[src/design/sprfb_pkg.sv]
package sprfb_pkg;

  localparam int SCREEN_WIDTH  = 64;
  localparam int SCREEN_HEIGHT = 32;
  localparam int ROW_SPAN      = 8;
  localparam int ROW_IDX_W     = $clog2(SCREEN_HEIGHT);

  typedef logic [SCREEN_WIDTH-1:0] row_word_t;
  typedef logic [ROW_IDX_W-1:0]    row_idx_t;

  typedef enum logic {
    OP_DRAW = 1'b0,
    OP_READ = 1'b1
  } op_t;

  typedef struct packed {
    op_t        op;
    logic [7:0] col_x;
    logic [7:0] row_y;
    logic [7:0] sprite_bits;
  } item_t;

  typedef struct packed {
    logic       collision;
    logic [7:0] pixels_read;
  } result_t;

endpackage

[src/design/sprfb_if.sv]
interface sprfb_in_if;
  logic       valid;
  logic       ready;
  logic       op;
  logic [7:0] col_x;
  logic [7:0] row_y;
  logic [7:0] sprite_bits;

  modport source (output valid, output op, output col_x, output row_y,
                  output sprite_bits, input ready);
  modport sink   (input valid, input op, input col_x, input row_y,
                  input sprite_bits, output ready);
endinterface

interface sprfb_out_if;
  logic       valid;
  logic       ready;
  logic       collision;
  logic [7:0] pixels_read;

  modport source (output valid, output collision, output pixels_read, input ready);
  modport sink   (input valid, input collision, input pixels_read, output ready);
endinterface

[src/design/sprfb_frame_store.sv]
module sprfb_frame_store (
  input  logic                clk,
  input  logic                rst,
  input  sprfb_pkg::row_idx_t idx,
  output sprfb_pkg::row_word_t rd_row,
  input  logic                we,
  input  sprfb_pkg::row_word_t wr_row
);

  sprfb_pkg::row_word_t rows [sprfb_pkg::SCREEN_HEIGHT];

  assign rd_row = rows[idx];

  always_ff @(posedge clk) begin
    if (rst) begin
      for (int r = 0; r < sprfb_pkg::SCREEN_HEIGHT; r++) begin
        rows[r] <= '0;
      end
    end else if (we) begin
      rows[idx] <= wr_row;
    end
  end

endmodule

[src/design/sprfb_row_unit.sv]
module sprfb_row_unit (
  input  sprfb_pkg::item_t     item,
  input  sprfb_pkg::row_word_t row,
  output sprfb_pkg::row_word_t row_next,
  output logic                 we,
  output sprfb_pkg::result_t   res
);

  localparam int W = sprfb_pkg::SCREEN_WIDTH;
  localparam int S = sprfb_pkg::ROW_SPAN;

  logic                 on_screen;
  logic [S-1:0]         rev_bits;
  sprfb_pkg::row_word_t mask;
  sprfb_pkg::row_word_t shifted;
  logic [S-1:0]         window;

  assign on_screen = ({1'b0, item.col_x} < 9'(W)) &&
                     ({1'b0, item.row_y} < 9'(sprfb_pkg::SCREEN_HEIGHT));

  // column x+i takes sprite bit 7-i; columns past the edge fall off the shift
  always_comb begin
    for (int i = 0; i < S; i++) begin
      rev_bits[i] = item.sprite_bits[S-1-i];
    end
  end

  assign mask    = {{(W-S){1'b0}}, rev_bits} << item.col_x;
  assign shifted = row >> item.col_x;
  assign window  = shifted[S-1:0];

  always_comb begin
    row_next        = row ^ mask;
    we              = on_screen && (item.op == sprfb_pkg::OP_DRAW);
    res.collision   = we && (|(row & mask));
    res.pixels_read = '0;
    if (on_screen && (item.op == sprfb_pkg::OP_READ)) begin
      for (int i = 0; i < S; i++) begin
        res.pixels_read[S-1-i] = window[i];
      end
    end
  end

endmodule

[src/design/sprite_row_xor_framebuffer_core.sv]
// Path: a beat is registered in stage s1, then its result in the output
// register; s1 holds its beat while the output result is not taken.
// Throughput: one item per cycle while the output is taken; the row
// read-modify-write of the register framebuffer completes as an item leaves s1.
// Reset: synchronous; clears every pixel and empties both pipeline stages.
module sprite_row_xor_framebuffer_core (
  input  logic        clk,
  input  logic        rst,
  sprfb_in_if.sink    in_ch,
  sprfb_out_if.source out_ch
);

  logic                 s1_valid;
  sprfb_pkg::item_t     s1_item;
  logic                 out_valid;
  sprfb_pkg::result_t   out_res;

  logic                 advance;
  logic                 fire;
  sprfb_pkg::row_word_t rd_row;
  sprfb_pkg::row_word_t row_next;
  logic                 row_we;
  sprfb_pkg::result_t   res;

  assign advance     = !out_valid || out_ch.ready;
  assign in_ch.ready = !s1_valid || advance;
  assign fire        = s1_valid && advance;

  always_ff @(posedge clk) begin
    if (rst) begin
      s1_valid  <= 1'b0;
      out_valid <= 1'b0;
    end else begin
      if (in_ch.ready) begin
        s1_valid <= in_ch.valid;
      end
      if (advance) begin
        out_valid <= s1_valid;
      end
    end
  end

  always_ff @(posedge clk) begin
    if (in_ch.valid && in_ch.ready) begin
      s1_item.op          <= sprfb_pkg::op_t'(in_ch.op);
      s1_item.col_x       <= in_ch.col_x;
      s1_item.row_y       <= in_ch.row_y;
      s1_item.sprite_bits <= in_ch.sprite_bits;
    end
    if (fire) begin
      out_res <= res;
    end
  end

  sprfb_frame_store u_store (
    .clk    (clk),
    .rst    (rst),
    .idx    (s1_item.row_y[sprfb_pkg::ROW_IDX_W-1:0]),
    .rd_row (rd_row),
    .we     (fire && row_we),
    .wr_row (row_next)
  );

  sprfb_row_unit u_row (
    .item     (s1_item),
    .row      (rd_row),
    .row_next (row_next),
    .we       (row_we),
    .res      (res)
  );

  assign out_ch.valid       = out_valid;
  assign out_ch.collision   = out_res.collision;
  assign out_ch.pixels_read = out_res.pixels_read;

endmodule
[src/flat_wrapper.sv]
// flat-port wrapper written by rule: the top's interface ports become plain ports
module sprite_row_xor_framebuffer_core_flat 
  (clk, rst, in_ch_valid, in_ch_op, in_ch_col_x, in_ch_row_y, in_ch_sprite_bits, in_ch_ready, out_ch_valid, out_ch_collision, out_ch_pixels_read, out_ch_ready);
  sprfb_in_if in_ch_i ();
  sprfb_out_if out_ch_i ();
  input  logic clk;
  input  logic rst;
  input wire logic [$bits(in_ch_i.valid)-1:0] in_ch_valid;
  input wire logic [$bits(in_ch_i.op)-1:0] in_ch_op;
  input wire logic [$bits(in_ch_i.col_x)-1:0] in_ch_col_x;
  input wire logic [$bits(in_ch_i.row_y)-1:0] in_ch_row_y;
  input wire logic [$bits(in_ch_i.sprite_bits)-1:0] in_ch_sprite_bits;
  output wire logic [$bits(in_ch_i.ready)-1:0] in_ch_ready;
  output wire logic [$bits(out_ch_i.valid)-1:0] out_ch_valid;
  output wire logic [$bits(out_ch_i.collision)-1:0] out_ch_collision;
  output wire logic [$bits(out_ch_i.pixels_read)-1:0] out_ch_pixels_read;
  input wire logic [$bits(out_ch_i.ready)-1:0] out_ch_ready;
  assign in_ch_i.valid = in_ch_valid;
  assign in_ch_i.op = in_ch_op;
  assign in_ch_i.col_x = in_ch_col_x;
  assign in_ch_i.row_y = in_ch_row_y;
  assign in_ch_i.sprite_bits = in_ch_sprite_bits;
  assign in_ch_ready = in_ch_i.ready;
  assign out_ch_valid = out_ch_i.valid;
  assign out_ch_collision = out_ch_i.collision;
  assign out_ch_pixels_read = out_ch_i.pixels_read;
  assign out_ch_i.ready = out_ch_ready;
  sprite_row_xor_framebuffer_core u_core (.clk(clk), .rst(rst), .in_ch(in_ch_i), .out_ch(out_ch_i));
endmodule
[config.mk]
export PLATFORM = sky130hd
export DESIGN_NAME = sprite_row_xor_framebuffer_core_flat
export DESIGN_NICKNAME = d
export VERILOG_FILES = /design/src/design/sprfb_pkg.sv /design/src/design/sprfb_if.sv /design/src/design/sprfb_frame_store.sv /design/src/design/sprfb_row_unit.sv /design/src/design/sprite_row_xor_framebuffer_core.sv /design/src/flat_wrapper.sv
export SDC_FILE = /design/constraint.sdc
export NUM_CORES = 2
export LEC_CHECK = 0
export ABC_AREA = 1
export BUFFER_PORTS_ARGS = -buffer_cell sky130_fd_sc_hd__buf_2
export CORE_MARGIN = 8
export CORE_UTILIZATION = 35
export CTS_BUF_LIST = sky130_fd_sc_hd__clkbuf_16
export DETAILED_ROUTE_END_ITERATION = 10
export PLACE_DENSITY = 0.47
export SETUP_SLACK_MARGIN = 0.2
export SYNTH_ARGS = -nofsm -noshare
export SYNTH_HDL_FRONTEND = slang
export SYNTH_SLANG_ARGS = --single-unit
[constraint.sdc]
create_clock -name clk -period 5.4 [get_ports clk]
set_input_delay 1.08 -clock clk [delete_from_list [all_inputs] [get_ports clk]]
set_output_delay 1.08 -clock clk [all_outputs]
set_load 0.05 [all_outputs]
Word level (Yosys, flattened, before mapping)
Memories as Yosys holds them, arrays and structs flattened. A register that Yosys moved wholly into a read port is not among the register bits.
Index checks and enable logic that the tools add are counted.

word-level totals
  memories = 1
  bits in writable memories = 2,048
  register bits = 36
  input port bits = 29

memories
  name                 words  width  rd ports  clocked after memory_dff  write ports  RTL line                 source
  u_core.u_store.rows  32     64     1         1                         32           sprfb_frame_store.sv:10  sprfb_pkg::row_word_t rows [sprfb_pkg::SCREEN_HEIGHT];

operators by class
  bitwise operators = 3
  order comparisons = 2
  shift operators = 2
  muxes and demuxes = 9
  reductions and logical operators = 13

operators by type and width
  operator                                                              number
  64-bit OR reduction                                                   2
  64-bit AND                                                            1
  64-bit 2-to-1 mux                                                     1
  8-bit by 8-bit left shift with 64-bit output                          1
  64-bit by 8-bit right shift with 8-bit output                         1
  64-bit XOR                                                            1
  5-bit 2-to-1 mux                                                      2
  8-bit by 6-bit < comparator with 1-bit output, second input constant  1
  8-bit by 7-bit < comparator with 1-bit output, second input constant  1
  1-bit logical AND                                                     7
  1-bit 2-to-1 mux                                                      6
  1-bit logical NOT                                                     2
  1-bit logical OR                                                      2
  1-bit NOT                                                             1

Logic depth before layout (Yosys ltp)
  depth after elaboration = 9
  gate-level depth with buffers = 22

Hierarchy
From an unflattened synthesis, not the netlist that was laid out.

second synthesis, totals
  cells, all modules = 11,609
  area, all modules = 99,940.9 um2

modules (own cells, without submodules)
  module                           sequential area each (um2)  cells each  area an instance (um2)  times used
  sprfb_frame_store                61,499.0                    10,626      93,960.1                1
  sprfb_row_unit                   0.0                         934         4,858.4                 1
  sprite_row_xor_framebuffer_core  1,061.0                     49          1,122.3                 1

Worst setup path after synthesis
No wires, ideal clock.

  kind = input -> register
  start point = in out_ch_ready
  end point = mem u_core.u_store.rows[1][0] (netlist name), enable pin
  setup time = 0.424 ns
  arrival time = 3.702 ns
  path slack = 1.274 ns
  cell stages on the path = 10
  path through = inv_1 > nand2_1 > nand2_1 > nor2_1 > nand2_1 > nor3_1 > nand2_1 > buf_2 > buf_2 > nand2_1

RTL lines
  element          RTL line                 source
  start, declared  flat_wrapper.sv:17       input wire logic [$bits(out_ch_i.ready)-1:0] out_ch_ready;
  end, declared    sprfb_frame_store.sv:10

==> results.md <==
- The flow ran to the end, and the final reports show no timing, DRC or antenna violations.
- The final net count is 10,000.
- For the final routed database, the setup TNS stands at 0 ns.
- Leaving out fill and tap cells, the most frequent cell in the layout is nand2_1.
- After floorplanning, the core was divided into 194 placement rows.
- The placer's final routability congestion estimate is approximately 0.97.
- CTS built an H-tree with a depth of 4.
- The max-capacitance violation count is 0.
- The overall overflow remaining after global route is 0.
- Measured in cells, the most critical reg-to-reg path has a length of 13.
- CTS placed an instance of clkbuf_16 at the clock tree root.
- The overall routing resource usage is 25.7%.
- The total clock buffers created by CTS is approximately 230.
- The global-route wire length before repair is 554,000 µm.
- The analysis attributes to cell leakage a power of 42.9 nW.
- The number of global-route vias before repair is 72,600.
- The filler cells instantiated in the layout total 27,500.
- The average wire length per cell after detail routing is 28.5 µm.
- The count of final max-slew check failures is 0.
- At the worst endpoint, the required time is 6.05 ns.
- TritonCTS built the clock tree.
- The number of ports placed on the die boundary is 40.
- The hold path startpoint is in_ch_sprite_bits[5].
- The starting density of the core is 35.1%.
- The worst setup path is captured at a register.
- Among all stages on the critical path, the largest delay is contributed by inv_8.
- The DRC violations left is 0.
- The number of buffers inserted by hold repair at cts is 0.
- The final critical-path required period is just under 5 ns.
- The worst slew margin relative to its limit is ~15%.
- The share of the synthesized area in the top cell type is between 60 and 70%.
- The Yosys step of the flow raised 0 warnings.
- The number of hold violations in the final report is 0.
- The signal on the critical path passes through inv_8 -> buf_12 -> buf_4 -> nand3_1 -> nand3_1 -> nand3_1 -> nand3_1 -> nand2_1 -> ha_1 -> nor4_1 -> nand4_1 -> nor4_1 -> nor3_1.
- The worst path buffer plus inverter count is 3.
- The count of buffers inserted at the top-level ports is 39.
- The end point of the most critical hold path is u_core.s1_item[5]$_DFFE_PP_.
- In this run the power density over the cells is 359 nW/µm².
- Leaving out fill and tap cells, the most frequent cells in the layout are 2,546 x nand2_1, 2,170 x nor2_1, 2,084 x nand3_1.
- The top cell family by delay on the critical path is simple AND/OR/NAND/NOR gates.
- After synthesis, the cell types taking the most area are edfxtp_1 64%, nand3_1 11%, nand2_1 10%, nor2_1 8.3%, buf_2 1.8%.
- The worst stage delay on the critical path is ~0.76 ns.
- Setup repair after global routing left no endpoint under its margin.
- The internal reg-to-reg setup slack is 0.60 ns.
- The end-of-flow core utilization is roughly two fifths.
- In this run the critical register-to-register path is captured at u_core.out_ch.collision$_DFFE_PP_.
- The maximum number of pins on one net before global-route repair is ~180.
- The data arrival time of the worst path is 5.45 ns.
- The iteration count of the initial detailed-routing pass is 6.
- The routed wire length is 395,000 µm.
- The type of the most critical hold path is in2reg.
- The number of cells upsized or downsized after cts is 0.
- The clock drives 2,089 sinks.
- The maximum resistive drop on vdd is approximately 0.29 mV.
- Setup violations remaining at the end of the flow were counted as 0.
- The startpoint-to-endpoint class of the critical path is reg2reg.
- Once the clock tree was built, the setup fixing pass inserted 0 buffers.
- After clock tree synthesis, the clock-pin slew on the worst setup and hold paths is roughly 0.080 ns.
- The layout overhead on the synthesized area is 11.5%.
- The maximum fanout along the worst path is 98.
- The share of synthesized flip-flops with an asynchronous set or reset is 0%.
- In this run the standard cell core region covers 279,000 µm².
- A synthesized cell averages 9.56 µm².
- STA classifies the critical path startpoint as a register.
- The number of antenna violations at the first check in global routing is 8.
- The largest area contributor in the netlist is edfxtp_1.
- Along the worst hold path, the cell count comes to 1.
- The die is around 540 µm wide.
- Synthesis produced a netlist whose cell count is 10,200.
- The die covers between 200,000 and 300,000 µm².
- The maximum achievable frequency is roughly 210 MHz.
- The first-iteration detailed-routing DRC count is 9,340.
- The cell area after synthesis is 97,900 µm².
- The transition at the pin with the smallest max-transition slack is 1.28 ns.
- The most used cell along the critical path is nand3_1.
- The die outline height is 545 µm.
- Summing the sequential cell areas from Yosys gives between 60 and 70% of the chip area.
- Dividing the detail-routed via count by the number of cells gives roughly 5.6.
- The remaining number of nets flagged by the antenna check after routing is 0.
- The clock tree buffer depth is 4.
- The routed layout has 76,900 vias.
- The leading register cell type out of synthesis is edfxtp_1.
- The number of distinct library cell variants in the gate-level netlist after synthesis is 33.
- Counting every net in the synthesized netlist gives 10,300.
- The number of enable flip-flop cells after synthesis is 2,082.
- For the worst-skew pair, the clock arrives at the later sink with an insertion delay of 0.94 ns.
- The detailed-placement wirelength estimate is 222,000 µm.
- The final worst clock skew is 0.0915 ns.
- The number of synthesized register bits is roughly 2,100.
- Dividing the final minimum period by the clock period gives 88.9%.
- Of the cells placed in the final design, the portion with a size suffix greater than 1 is 7.60%.
==> sequential cells by signal, summed over array words and instances (netlist names), named ones only <==
name,count
u_core.s1_valid,1
u_core.u_store.rows,2048
u_core.out_ch.collision,1
u_core.s1_item,25
u_core.out_ch.valid,1
u_core.out_ch.pixels_read,8
==> power breakdown <==
part / total [W] / internal (W) / switching, W
clock network: 0.0151 / 0.00836 / 0.00677
logic: 0.00555 / 0.00116 / 0.00438
registers: 0.0185 / 0.0183 / 0.000193
total: 0.0392 / 0.0279 / 0.0113
==> cell type report <==
class,count,area [µm²],share of cell area [%]
sequential,2089,62700,57.4
clock inverter,191,1220,1.11
clock buffer,235,5880,5.39
timing repair buffer,382,3500,3.20
tap,3724,4660,4.27
antenna,2,5.00,0.00458
multi-input combinational,7089,30600,28.1
inverter,148,604,0.554
==> kinds of logic (layout without fill, tap and decap cells) <==
logic type	Yosys count	count (layout)	synth area share [%]
AOI/OAI and AO/OA	75	75	0.410
and+or+nand+nor	6946	6946	29.5
other	0	2	0
buffers and inverters	1061	956	5.24
muxes	4	4	0.0409
adders and majority gates	64	64	0.818
DFF	2089	2089	64.0
==> per-layer routing <==
metal,routed length (µm),track usage (%),up-vias
li1,-,-,33800
met1,168000,36.2,39000
met2,181000,41.0,3545
met3,33500,4.11,581
met4,12800,7.56,0
met5,0,0,-
==> metrics by stage <==
step | total power [W] | setup slack, ns | instance area, µm² | instances | hold WS, ns
CTS | 0.0394 | 0.728 | 109000 | 13900 | 0.278
finish | 0.0392 | 0.600 | 109000 | 13900 | 0.335
global placement | 0.0244 | 0.666 | 102000 | 13400 | 0.488
detailed placement | 0.0244 | 0.744 | 102000 | 13400 | 0.507
global route | 0.0404 | 0.536 | 109000 | 13900 | 0.302
floorplan | 0.0221 | 1.27 | 97900 | 10200 | 0.477
==> Yosys cell counts, types with 9 or more instances <==
cell type,n
a21oi_1,15
and2_1,30
buf_1,30
buf_2,352
buf_4,95
buf_6,37
clkbuf_1,393
edfxtp_1,2082
ha_1,64
inv_1,135
nand2_1,2608
nand3_1,2086
nand4_1,9
nor2_1,2175
nor3_1,12
nor4_1,18
o21ai_0,30
o21ai_1,12
o22ai_1,14
==> worst max path at each step <==
stage | from | end | slack [ns] | cells past startpoint
detailed placement | u_core.s1_item[17]$_DFFE_PP_ | u_core.out_ch.collision$_DFFE_PP_ | 0.74 | 11
floorplan | out_ch_ready | u_core.u_store.rows[1][0]$_SDFFCE_PN0P_ | 1.27 | 10
finish | register | u_core.out_ch.collision$_DFFE_PP_ | 0.60 | 13
CTS | u_core.s1_item[17]$_DFFE_PP_ | u_core.out_ch.collision$_DFFE_PP_ | 0.73 | 11
global route | register | u_core.out_ch.collision$_DFFE_PP_ | 0.54 | 16
global placement | u_core.s1_item[17]$_DFFE_PP_ | u_core.out_ch.collision$_DFFE_PP_ | 0.67 | 11
(Power assumes the default switching activity.)
